`src/hw/rtl/bc_pkg.sv`:
```
// ----------------------------------------------------------------------------
// bc_pkg
// Shared widths, controller states and the command/status words that join
// the binomial coefficient controller and datapath.
// ----------------------------------------------------------------------------
package bc_pkg;

   localparam int N_W     = 6;   // width of n and k
   localparam int VALUE_W = 30;  // width of the result
   localparam int ACC_W   = 40;  // accumulator width
   localparam int DIV_W   = 6;   // divisor and remainder width
   localparam int CNT_W   = 6;   // quotient bit counter, 0 .. ACC_W-1

   typedef enum logic [2:0] {
      ST_IDLE,
      ST_CHECK,
      ST_MUL,
      ST_DIV,
      ST_FINISH
   } bc_state_type;

   typedef struct packed {
      logic load;      // capture n and k, set up the iteration
      logic mul;       // multiply accumulator by the multiplier
      logic div_step;  // one restoring division step
      logic emit;      // move the accumulator to the result register
   } bc_cmd_type;

   typedef struct packed {
      logic iter_zero; // no iterations left
      logic div_last;  // current division step produces the last quotient bit
   } bc_status_type;

endpackage

```
`src/hw/rtl/bc_req_if.sv`:
```
// ----------------------------------------------------------------------------
// bc_req_if
// Request channel: one word carries n and k.
// ----------------------------------------------------------------------------
interface bc_req_if;

   logic                   valid;
   logic                   ready;
   logic [bc_pkg::N_W-1:0] n;
   logic [bc_pkg::N_W-1:0] k;

   modport source (output valid, output n, output k, input ready);
   modport sink   (input valid, input n, input k, output ready);

endinterface

```
`src/hw/rtl/bc_rsp_if.sv`:
```
// ----------------------------------------------------------------------------
// bc_rsp_if
// Response channel: one word carries the binomial coefficient.
// ----------------------------------------------------------------------------
interface bc_rsp_if;

   logic                       valid;
   logic                       ready;
   logic [bc_pkg::VALUE_W-1:0] value;

   modport source (output valid, output value, input ready);
   modport sink   (input valid, input value, output ready);

endinterface

```
`src/hw/rtl/bc_datapath.sv`:
```
// ----------------------------------------------------------------------------
// bc_datapath
// Accumulator, multiplier/divisor counters and a one-bit-per-cycle restoring
// divider, driven by commands from the controller.
// ----------------------------------------------------------------------------
module bc_datapath #(
   parameter int MAX_N = 32
) (
   input  logic                       clock,
   input  logic [bc_pkg::N_W-1:0]     n,
   input  logic [bc_pkg::N_W-1:0]     k,
   input  bc_pkg::bc_cmd_type         cmd,
   output bc_pkg::bc_status_type      status,
   output logic [bc_pkg::VALUE_W-1:0] value
);

   localparam int PROD_W = bc_pkg::ACC_W + bc_pkg::N_W;

   logic [bc_pkg::ACC_W-1:0]   acc_ff,   acc_in;
   logic [bc_pkg::N_W-1:0]     mult_ff,  mult_in;
   logic [bc_pkg::DIV_W-1:0]   div_ff,   div_in;
   logic [bc_pkg::N_W-1:0]     iter_ff,  iter_in;
   logic [bc_pkg::DIV_W-1:0]   rem_ff,   rem_in;
   logic [bc_pkg::CNT_W-1:0]   cnt_ff,   cnt_in;
   logic [bc_pkg::VALUE_W-1:0] value_ff, value_in;

   logic [bc_pkg::N_W:0]     max_n;
   logic                     k_gt_n;
   logic                     n_sat;
   logic [bc_pkg::N_W-1:0]   k_sel;
   logic [PROD_W-1:0]        product;
   logic [bc_pkg::DIV_W:0]   rem_sh;
   logic [bc_pkg::DIV_W:0]   rem_diff;
   logic                     q_bit;
   logic                     div_last;

   always_comb begin
      max_n    = (bc_pkg::N_W+1)'(MAX_N);
      k_gt_n   = k > n;
      n_sat    = {1'b0, n} > max_n;
      // mirror k to the smaller half
      k_sel    = (k > (n >> 1)) ? (n - k) : k;
      product  = PROD_W'(acc_ff) * PROD_W'(mult_ff);
      rem_sh   = {rem_ff, acc_ff[bc_pkg::ACC_W-1]};
      rem_diff = rem_sh - {1'b0, div_ff};
      q_bit    = rem_sh >= {1'b0, div_ff};
      div_last = cnt_ff == bc_pkg::CNT_W'(bc_pkg::ACC_W - 1);

      acc_in   = acc_ff;
      mult_in  = mult_ff;
      div_in   = div_ff;
      iter_in  = iter_ff;
      rem_in   = rem_ff;
      cnt_in   = cnt_ff;
      value_in = value_ff;

      if (cmd.load) begin
         mult_in = n;
         div_in  = bc_pkg::DIV_W'(1);
         if (k_gt_n) begin
            acc_in  = '0;
            iter_in = '0;
         end else if (n_sat) begin
            acc_in  = {{(bc_pkg::ACC_W-bc_pkg::VALUE_W){1'b0}}, {bc_pkg::VALUE_W{1'b1}}};
            iter_in = '0;
         end else begin
            acc_in  = bc_pkg::ACC_W'(1);
            iter_in = k_sel;
         end
      end

      if (cmd.mul) begin
         acc_in = product[bc_pkg::ACC_W-1:0];
         rem_in = '0;
         cnt_in = '0;
      end

      if (cmd.div_step) begin
         // shift dividend into remainder, quotient bit back into the accumulator
         rem_in = q_bit ? rem_diff[bc_pkg::DIV_W-1:0] : rem_sh[bc_pkg::DIV_W-1:0];
         acc_in = {acc_ff[bc_pkg::ACC_W-2:0], q_bit};
         cnt_in = cnt_ff + bc_pkg::CNT_W'(1);
         if (div_last) begin
            mult_in = mult_ff - bc_pkg::N_W'(1);
            div_in  = div_ff + bc_pkg::DIV_W'(1);
            iter_in = iter_ff - bc_pkg::N_W'(1);
         end
      end

      if (cmd.emit) begin
         value_in = acc_ff[bc_pkg::VALUE_W-1:0];
      end
   end

   always_ff @(posedge clock) begin
      acc_ff   <= acc_in;
      mult_ff  <= mult_in;
      div_ff   <= div_in;
      iter_ff  <= iter_in;
      rem_ff   <= rem_in;
      cnt_ff   <= cnt_in;
      value_ff <= value_in;
   end

   assign status.iter_zero = iter_ff == '0;
   assign status.div_last  = div_last;
   assign value            = value_ff;

endmodule

```
`src/hw/rtl/bc_ctrl.sv`:
```
// ----------------------------------------------------------------------------
// bc_ctrl
// Sequencer for the binomial coefficient datapath: setup, then per iteration
// one multiply and a full restoring division, then hand-off to the result
// register.
// ----------------------------------------------------------------------------
module bc_ctrl (
   input  logic                  clock,
   input  logic                  reset,
   input  logic                  req_valid,
   input  logic                  rsp_ready,
   input  bc_pkg::bc_status_type status,
   output bc_pkg::bc_cmd_type    cmd,
   output logic                  req_ready,
   output logic                  rsp_valid
);

   bc_pkg::bc_state_type state_ff, state_in;
   logic                 rsp_valid_ff, rsp_valid_in;
   logic                 out_free;

   always_ff @(posedge clock) begin
      if (reset) begin
         state_ff     <= bc_pkg::ST_IDLE;
         rsp_valid_ff <= 1'b0;
      end else begin
         state_ff     <= state_in;
         rsp_valid_ff <= rsp_valid_in;
      end
   end

   always_comb begin
      state_in     = state_ff;
      cmd          = '0;
      req_ready    = 1'b0;
      out_free     = !rsp_valid_ff || rsp_ready;
      rsp_valid_in = rsp_valid_ff && !rsp_ready;

      case (state_ff)
         bc_pkg::ST_IDLE: begin
            req_ready = 1'b1;
            if (req_valid) begin
               cmd.load = 1'b1;
               state_in = bc_pkg::ST_CHECK;
            end
         end
         bc_pkg::ST_CHECK: begin
            state_in = status.iter_zero ? bc_pkg::ST_FINISH : bc_pkg::ST_MUL;
         end
         bc_pkg::ST_MUL: begin
            cmd.mul  = 1'b1;
            state_in = bc_pkg::ST_DIV;
         end
         bc_pkg::ST_DIV: begin
            cmd.div_step = 1'b1;
            if (status.div_last) begin
               state_in = bc_pkg::ST_CHECK;
            end
         end
         bc_pkg::ST_FINISH: begin
            // hold until the result register is free
            if (out_free) begin
               cmd.emit     = 1'b1;
               rsp_valid_in = 1'b1;
               state_in     = bc_pkg::ST_IDLE;
            end
         end
         default: begin
            state_in = bc_pkg::ST_IDLE;
         end
      endcase
   end

   assign rsp_valid = rsp_valid_ff;

endmodule

```
`src/hw/rtl/binomial_coefficient_core.sv`:
```
// ----------------------------------------------------------------------------
// binomial_coefficient_core
// Computes C(n,k) with a multiply / exact-divide iteration on a 40-bit
// accumulator.
// ----------------------------------------------------------------------------
// One request word (n, k) gives one response word C(n,k); k above n gives 0,
// n above MAX_N (with k not above n) gives all ones. After k is mirrored to
// min(k, n-k) (k up to 16), each word runs an iteration check, then per
// iteration a multiply and a one-bit-per-cycle restoring divider followed by
// the next check, then a finish step into the result register. One word is in
// work at a time; the next is accepted as soon as the previous result sits in
// the output register, even if not yet taken.
module binomial_coefficient_core #(
   parameter int MAX_N = 32
) (
   input  logic     clock,
   input  logic     reset,
   bc_req_if.sink   req,
   bc_rsp_if.source rsp
);

   bc_pkg::bc_cmd_type    cmd;
   bc_pkg::bc_status_type status;

   bc_ctrl u_ctrl (
      .clock     (clock),
      .reset     (reset),
      .req_valid (req.valid),
      .rsp_ready (rsp.ready),
      .status    (status),
      .cmd       (cmd),
      .req_ready (req.ready),
      .rsp_valid (rsp.valid)
   );

   bc_datapath #(
      .MAX_N (MAX_N)
   ) u_datapath (
      .clock  (clock),
      .n      (req.n),
      .k      (req.k),
      .cmd    (cmd),
      .status (status),
      .value  (rsp.value)
   );

   a_load_on_accept: assert property (@(posedge clock) disable iff (reset)
      cmd.load |-> (req.valid && req.ready))
      else $error("load issued without an accepted request word");

   a_one_cmd: assert property (@(posedge clock) disable iff (reset)
      $onehot0({cmd.load, cmd.mul, cmd.div_step, cmd.emit}))
      else $error("more than one datapath command at once");

   a_mul_then_div: assert property (@(posedge clock) disable iff (reset)
      cmd.mul |=> cmd.div_step)
      else $error("multiply not followed by a division step");

   a_emit_valid: assert property (@(posedge clock) disable iff (reset)
      cmd.emit |=> rsp.valid)
      else $error("result emitted but response not valid");

endmodule

```
`src/flat_wrapper.sv`:
```
// flat-port wrapper written by rule: the top's interface ports become plain ports
module binomial_coefficient_core_flat 
#(
   parameter int MAX_N = 32
)
  (clock, reset, req_valid, req_n, req_k, req_ready, rsp_valid, rsp_value, rsp_ready);
  bc_req_if req_i ();
  bc_rsp_if rsp_i ();
  input  logic clock;
  input  logic reset;
  input wire logic [$bits(req_i.valid)-1:0] req_valid;
  input wire logic [$bits(req_i.n)-1:0] req_n;
  input wire logic [$bits(req_i.k)-1:0] req_k;
  output wire logic [$bits(req_i.ready)-1:0] req_ready;
  output wire logic [$bits(rsp_i.valid)-1:0] rsp_valid;
  output wire logic [$bits(rsp_i.value)-1:0] rsp_value;
  input wire logic [$bits(rsp_i.ready)-1:0] rsp_ready;
  assign req_i.valid = req_valid;
  assign req_i.n = req_n;
  assign req_i.k = req_k;
  assign req_ready = req_i.ready;
  assign rsp_valid = rsp_i.valid;
  assign rsp_value = rsp_i.value;
  assign rsp_i.ready = rsp_ready;
  binomial_coefficient_core #(.MAX_N(MAX_N)) u_core (.clock(clock), .reset(reset), .req(req_i), .rsp(rsp_i));
endmodule
```
`config.mk`:
```
export PLATFORM = sky130hd
export DESIGN_NAME = binomial_coefficient_core_flat
export DESIGN_NICKNAME = d
export VERILOG_FILES = /design/src/hw/rtl/bc_pkg.sv /design/src/hw/rtl/bc_req_if.sv /design/src/hw/rtl/bc_rsp_if.sv /design/src/hw/rtl/bc_datapath.sv /design/src/hw/rtl/bc_ctrl.sv /design/src/hw/rtl/binomial_coefficient_core.sv /design/src/flat_wrapper.sv
export SDC_FILE = /design/constraint.sdc
export NUM_CORES = 1
export LEC_CHECK = 0
export ABC_AREA = 1
export BUFFER_PORTS_ARGS = -buffer_cell sky130_fd_sc_hd__buf_2
export CAP_MARGIN = 0
export CELL_PAD_IN_SITES_DETAIL_PLACEMENT = 1
export CELL_PAD_IN_SITES_GLOBAL_PLACEMENT = 2
export CORE_AREA = 3 3 186 188
export CTS_CLUSTER_SIZE = 16
export DETAILED_ROUTE_END_ITERATION = 8
export DIE_AREA = 0 0 189 191
export PLACE_DENSITY = 0.87
export SYNTH_ARGS = -nofsm -noshare
export SYNTH_HDL_FRONTEND = slang
export SYNTH_SLANG_ARGS = --single-unit
```
`constraint.sdc`:
```
create_clock -name clock -period 13.1 [get_ports clock]
set_clock_uncertainty 0.1 [all_clocks]
set_input_delay 2.62 -clock clock [delete_from_list [all_inputs] [get_ports clock]]
set_output_delay 2.62 -clock clock [all_outputs]
set_load 0.01 [all_outputs]
```
==> key figures, run 1 <==
Routing
  – Final routed DRC violation total: 0
  – DR iter-0 viols: 521
  – DRT Wirelength: 38500 um
  – DR WL/cell: 16.3 um
  – First-pass DRT Iterations: 5
  – Vias post-DR: 11.4k
  – Via/cell ratio: 4.83
  – ANT nets after route: 0

Finish
  – Area growth, synth to finish: 7.40%
  – Layout cells sized above 1: 6.87%
  – Layout Nets: 2138
  – Ant diodes: 0

Job
  – Max-Cap Viols: 0

Die
  – Die Span Y: 191 um
  – Placeable Area: 0.0333 sq mm
  – Number of I/O pins: 48
  – Starting Density: 39.8%
  – Die Wd: 189 um
  – Die Area: 0.0361 sq mm
  – # rows: 67

Synth
  – XOR/XNOR Fraction of Synth Area: 1.12%
  – Cell Area, Synth: 0.0132 sq mm
  – Seq/Total Area, Yosys: 21.9%
  – Net Count, Synth: 2112
  – Simple-gate share of the synthesized area: 25.2%
  – YS warnings: 0
  – Avg Cell Area, Syn: 7.00 sq um
  – Cells after Synth: 1890
  – Netlist cell types: 44
  – Number of synthesized flops with an enable pin: 82
  – Main combinational cell family by area after synthesis: adder cells
  – Post-synthesis mux area share: 0%
  – Complex-gate fraction of the synthesized area: 7.24%
  – Synth Register Bits: 104
  – Primary FF master, synth: edfxtp_1
  – Adder-cell area share of the yosys netlist: 27.6%
  – Ys async rst share: 0%

Hold path
  – Hold crit path type: reg2reg

Timing
  – Final min period: 5.38 ns
  – Max Clock Freq: 186 MHz
  – Tcrit/Tclk final: 41.1%
  – Setup_tns: 0 ns
  – Max transition margin: 24.4%
  – Hold Vio Cnt, Final: 0
  – RSZ-0062 raised after global routing: no
  – Final setup vio count: 0
  – Slew @ Worst Pin: 1.13 ns
  – Fin. max-slew vios: 0

CTS
  – Root buf cell: clkbuf_16
  – Total clock sinks: 104
  – CTS H-Tree Depth: 3
  – Total CTS buffers: 9
  – Clock-pin slew on the worst setup and hold paths: 0.09 ns
  – Post-CTS Setup Inserts: 0
  – # hold bufs at CTS: 0
  – Clock Latency Late Sink: 0.38 ns
  – CTS tree: yes
  – Clock buffer depth: 2
  – # resized after CTS: 0

GRT
  – Vias in the first global route: 12.5k
  – Global route overflow: 0
  – GRT Total Usage: 22.3%
  – Antenna violations before repair: 0
  – First-pass GRT wire length: 64400 um
  – Largest net degree at the start of global routing: 44

Worst setup path
  – Worst Setup End Kind: register
  – Critical Path RT: 13.14 ns
  – Worst Path Arrival: 5.43 ns
  – Crit path max fanout: 24
  – Startpoint type of the worst setup path: register
  – Critical setup path kind: reg2reg

Status
  – Outcome: completed

Placed design
  – HPWL after detailed placement: 30800 um
  – GPL Wtd Cong: 0.869
  – # port buffers: 47
-- per-stage QoR --
step / setup WS, ns / cell area [sq um] / hold slack (ns) / util, % / instances
after floorplan: 8.39 / 13200 / 0.356 / - / 1890
after global placement: 7.71 / 13900 / 0.371 / 41.9 / 2353
after detailed placement: 7.67 / 13900 / 0.385 / 41.9 / 2353
after CTS: 7.65 / 14200 / 0.397 / 42.7 / 2369
after global routing: 7.39 / 14200 / 0.441 / 42.7 / 2369
final: 7.72 / 14200 / 0.399 / 42.7 / 2369
-- worst paths after layout --
check / startpoint / end / slack (ns) / depth (start not counted)
hold reg to reg: u_core.u_datapath.div_ff[4]$_DFF_P_ / u_core.u_datapath.div_ff[4]$_DFF_P_ / 0.40 / 2
hold / removal: u_core.u_datapath.div_ff[4]$_DFF_P_ / u_core.u_datapath.div_ff[4]$_DFF_P_ / 0.40 / 2
setup reg to reg: u_core.u_datapath.mult_ff[3]$_DFF_P_ / u_core.u_datapath.acc_ff[38]$_DFFE_PP_ / 7.72 / 20
setup / recovery: u_core.u_datapath.mult_ff[3]$_DFF_P_ / u_core.u_datapath.acc_ff[38]$_DFFE_PP_ / 7.72 / 20
-- cell type report --
type                       count  area (sq um)
tap                          448           561
sequential                   104          2910
multi-input combinational   1197          8110
clock buffer                  10           229
fill                        4372         19100
clock inverter                 6          55.1
inverter                     549          2060
timing repair buffer          55           295
-- cells in the final DEF (no fill, tap or decap), types with 9 or more instances in the layout --
cell type  count
xor2_1        11
clkbuf_16      9
o21ai_0       34
fa_1         143
edfxtp_1      82
nand2_1      553
nand3_1       78
a21oi_1       76
nor3_1        14
nand2_2       14
buf_2         47
a21oi_2       21
ha_1          63
nand4_1       16
inv_1        541
dfxtp_1       20
nor2_1       111
-- flip-flops by register name, summed over array words and instances (netlist names) --
name,count
u_core.u_ctrl.state_ff,3
u_core.u_ctrl.rsp_valid,1
u_core.u_datapath.cnt_ff,6
u_core.u_datapath.value,30
u_core.u_datapath.acc_ff,40
u_core.u_datapath.mult_ff,6
u_core.u_datapath.div_ff,6
u_core.u_datapath.iter_ff,6
u_core.u_datapath.rem_ff,6
-- layer usage --
| layer | GRT usage, % | up-vias | part of all wire (%) |
|---|---|---|---|
| met3 | 1.80 | 34 | 2.1 |
| met1 | 30.0 | 5668 | 47 |
| li1 | - | 5616 | - |
| met5 | 0 | - | 0 |
| met4 | 5.21 | 0 | 1.9 |
| met2 | 39.1 | 123 | 49 |
-- worst max-delay path, cell delays in order (launching register included) --
cell	delay, ns
dfxtp_1	0.96
buf_4	0.46
nand2_1	0.09
inv_1	0.09
fa_1	0.40
fa_1	0.49
inv_1	0.05
fa_1	0.47
inv_1	0.04
ha_1	0.45
nand2_1	0.14
nor2_2	0.19
inv_1	0.10
nor2_1	0.26
nand4_1	0.20
nand3b_1	0.24
nand2_1	0.13
nand2_1	0.08
nand2_1	0.05
nand3_1	0.07
nand2_1	0.05
-- synth_stat cells, drive strengths merged, types with 6 or more instances --
cell | instances | share of area (%)
xor2 | 11 | 0.73
nand3b | 7 | 0.49
ha | 63 | 6.0
a21oi | 98 | 4.3
xnor2 | 6 | 0.40
nand4 | 16 | 0.76
inv | 549 | 16
o21bai | 8 | 0.45
edfxtp | 82 | 19
buf | 19 | 0.76
dfxtp | 22 | 3.3
o21ai | 41 | 1.6
nor2 | 119 | 3.5
nand3 | 78 | 2.9
nor3 | 16 | 0.68
fa | 143 | 22
nand2 | 568 | 16
clkbuf | 21 | 0.60
-- logic make-up after synthesis --
group / after synthesis
buffers and inverters: 589
DFF: 104
AOI/OAI and AO/OA: 163
adders and majority gates: 206
xor gates and xnor gates: 17
and+or+nand+nor: 811
Power of run 1 is left out: the tool's default activity adds up to more than one toggle a clock period on the data nets, which glitch-free logic cannot reach.
==> run 2, diff against run 1 <==
- CORE_AREA: 3 3 186 188 -> 3 3 202 204
- DIE_AREA: 0 0 189 191 -> 0 0 205 207
- PLACE_DENSITY: 0.87 -> 0.79
- clock period: 13.1 -> 4.7 ns (I/O delays scaled with it)
==> key figures, run 2 (synthesized netlist as in run 1, its figures left out) <==
Timing
  – Slew @ Worst Pin: 0.880 ns (-0.250 ns)
  – RSZ-0062 raised after global routing: no
  – Hold Vio Cnt, Final: 0 (unchanged)
  – Max transition margin: 41.3% (+17 points)
  – Max Clock Freq: 224 MHz (+21%)
  – Final setup vio count: 0 (unchanged)
  – Hold_ws: 0.394 ns (-0.00479 ns)
  – Fin. max-slew vios: 0 (unchanged)
  – Tcrit/Tclk final: 94.8% (+54 points)
  – Setup_tns: 0 ns (unchanged)
  – Final min period: 4.46 ns (-0.929 ns)

Finish
  – Top reg by flops: u_core.u_datapath.acc_ff
  – Area growth, synth to finish: 11.4%
  – Layout cells sized above 1: 8.99% (+2.1 points)
  – Most frequent cells in the layout: 553 x nand2_1, 541 x inv_1, 143 x fa_1
  – Max FFs per register: 40 (unchanged)
  – Commonest non-fill, non-tap cell in the layout: nand2_1
  – Fillcell total: 5065 (+16%)
  – Ant diodes: 0 (unchanged)
  – Layout Nets: 2174 (+1.7%)

GRT
  – GRT Total Usage: 19.8% (-2.5 points)
  – First-pass GRT wire length: 66600 um (+3.4%)
  – Largest net degree at the start of global routing: 41 (-6.8%)
  – Global route overflow: 0 (unchanged)
  – Antenna violations before repair: 1 (+1)
  – Vias in the first global route: 12.3k (-1.3%)

Routing
  – ANT nets after route: 0 (unchanged)
  – DR iter-0 viols: 490 (-6.0%)
  – Vias post-DR: 11.6k (+1.5%)
  – Final routed DRC violation total: 0 (unchanged)
  – Via/cell ratio: 4.68 (-3.1%)
  – DRT Wirelength: 40900 um (+6.2%)
  – First-pass DRT Iterations: 5 (unchanged)
  – DR WL/cell: 16.5 um (+1.4%)

Status
  – Outcome: completed

CTS
  – Clock Latency Late Sink: 0.39 ns (about the same)
  – Total CTS buffers: 9 (unchanged)
  – Total clock sinks: 104 (unchanged)
  – CTS H-Tree Depth: 3 (unchanged)
  – CTS tree: yes
  – Clock-pin slew on the worst setup and hold paths: 0.09 ns (about the same)
  – Clock buffer depth: 2 (unchanged)
  – Root buf cell: clkbuf_16

Die
  – Starting Density: 33.5% (-6.2 points)
  – Number of I/O pins: 48 (unchanged)
  – Placeable Area: 0.0395 sq mm (+19%)
  – Die Area: 0.0424 sq mm (+18%)
  – Die Wd: 205 um (+8.5%)
  – # rows: 73 (+9.0%)
  – Die Span Y: 207 um (+8.4%)

Worst setup path
  – Crit path max fanout: 8 (-67%)
  – Worst Path Arrival: 4.48 ns (-0.95 ns)
  – Startpoint type of the worst setup path: register
  – Critical Path RT: 4.73 ns (-8.41 ns)
  – Critical setup path kind: reg2reg
  – Worst Setup End Kind: register

Placed design
  – # port buffers: 47 (unchanged)
  – HPWL after detailed placement: 32600 um (+5.8%)
  – GPL Wtd Cong: 0.896 (+3.1%)

Job
  – Max-Cap Viols: 0 (unchanged)

Hold path
  – Hold crit path type: reg2reg
[run 2: metrics by stage]
stage / worst slack, ns / cell area (sq um) / std cells / util, %
3_3_place_gp: 0.131 / 14300 / 2451 / 36.2
6_report: 0.245 / 14700 / 2482 / 37.4
4_1_cts: 0.0812 / 14600 / 2467 / 37.0
3_5_place_dp: 0.112 / 14300 / 2451 / 36.2
2_1_floorplan: 0.379 / 13200 / 1890 / -
5_1_grt: 0.00408 / 14700 / 2482 / 37.4
[run 2: repair_timing]
action | 4_1_cts | 5_1_grt
setup buffers | 0 | 15
gates resized for setup | 0 | 4
endpoints found under the setup margin | 0 | 8
hold buffers | 0 | 0
endpoints found under the hold margin | 0 | 0
[run 2: critical path: stages (launching register included)]
cell and delay (ns):
edfxtp_1 0.54, nand2_1 0.13, inv_1 0.06, fa_1 0.50
fa_1 0.55, inv_1 0.07, fa_1 0.53, inv_1 0.04
ha_1 0.36, nand2_1 0.20, inv_2 0.08, a21oi_1 0.26
nand3_1 0.23, o21ai_0 0.42, a21oi_2 0.11
[run 2: routing by layer]
metal	wire (um)	vias up	global-route usage, %
li1	-	5707	-
met1	19700	5777	27.8
met2	20100	108	33.5
met3	791	20	1.90
met4	342	0	3.58
met5	0	-	0
[run 2: final timing paths]
path | start | end | slack [ns] | cells past startpoint
setup / recovery | u_core.u_datapath.acc_ff[8]$_DFFE_PP_ | u_core.u_datapath.acc_ff[15]$_DFFE_PP_ | 0.24 | 14
setup reg to reg | u_core.u_datapath.acc_ff[8]$_DFFE_PP_ | u_core.u_datapath.acc_ff[15]$_DFFE_PP_ | 0.24 | 14
hold / removal | u_core.u_datapath.div_ff[4]$_DFF_P_ | u_core.u_datapath.div_ff[4]$_DFF_P_ | 0.39 | 2
hold reg to reg | u_core.u_datapath.div_ff[4]$_DFF_P_ | u_core.u_datapath.div_ff[4]$_DFF_P_ | 0.39 | 2
[run 2: final cells by class]
class                           count  area, sq um  area share (%)
Timing Repair Buffer               91          678            4.60
Inverter                          549         2060            14.0
Multi-Input combinational cell   1197         8120            55.1
Tap cell                          525          657            4.46
Clock inverter                      7         90.1           0.611
Clock buffer                        9          225            1.53
Sequential cell                   104         2910            19.7
Power of run 2 is left out for the same reason.
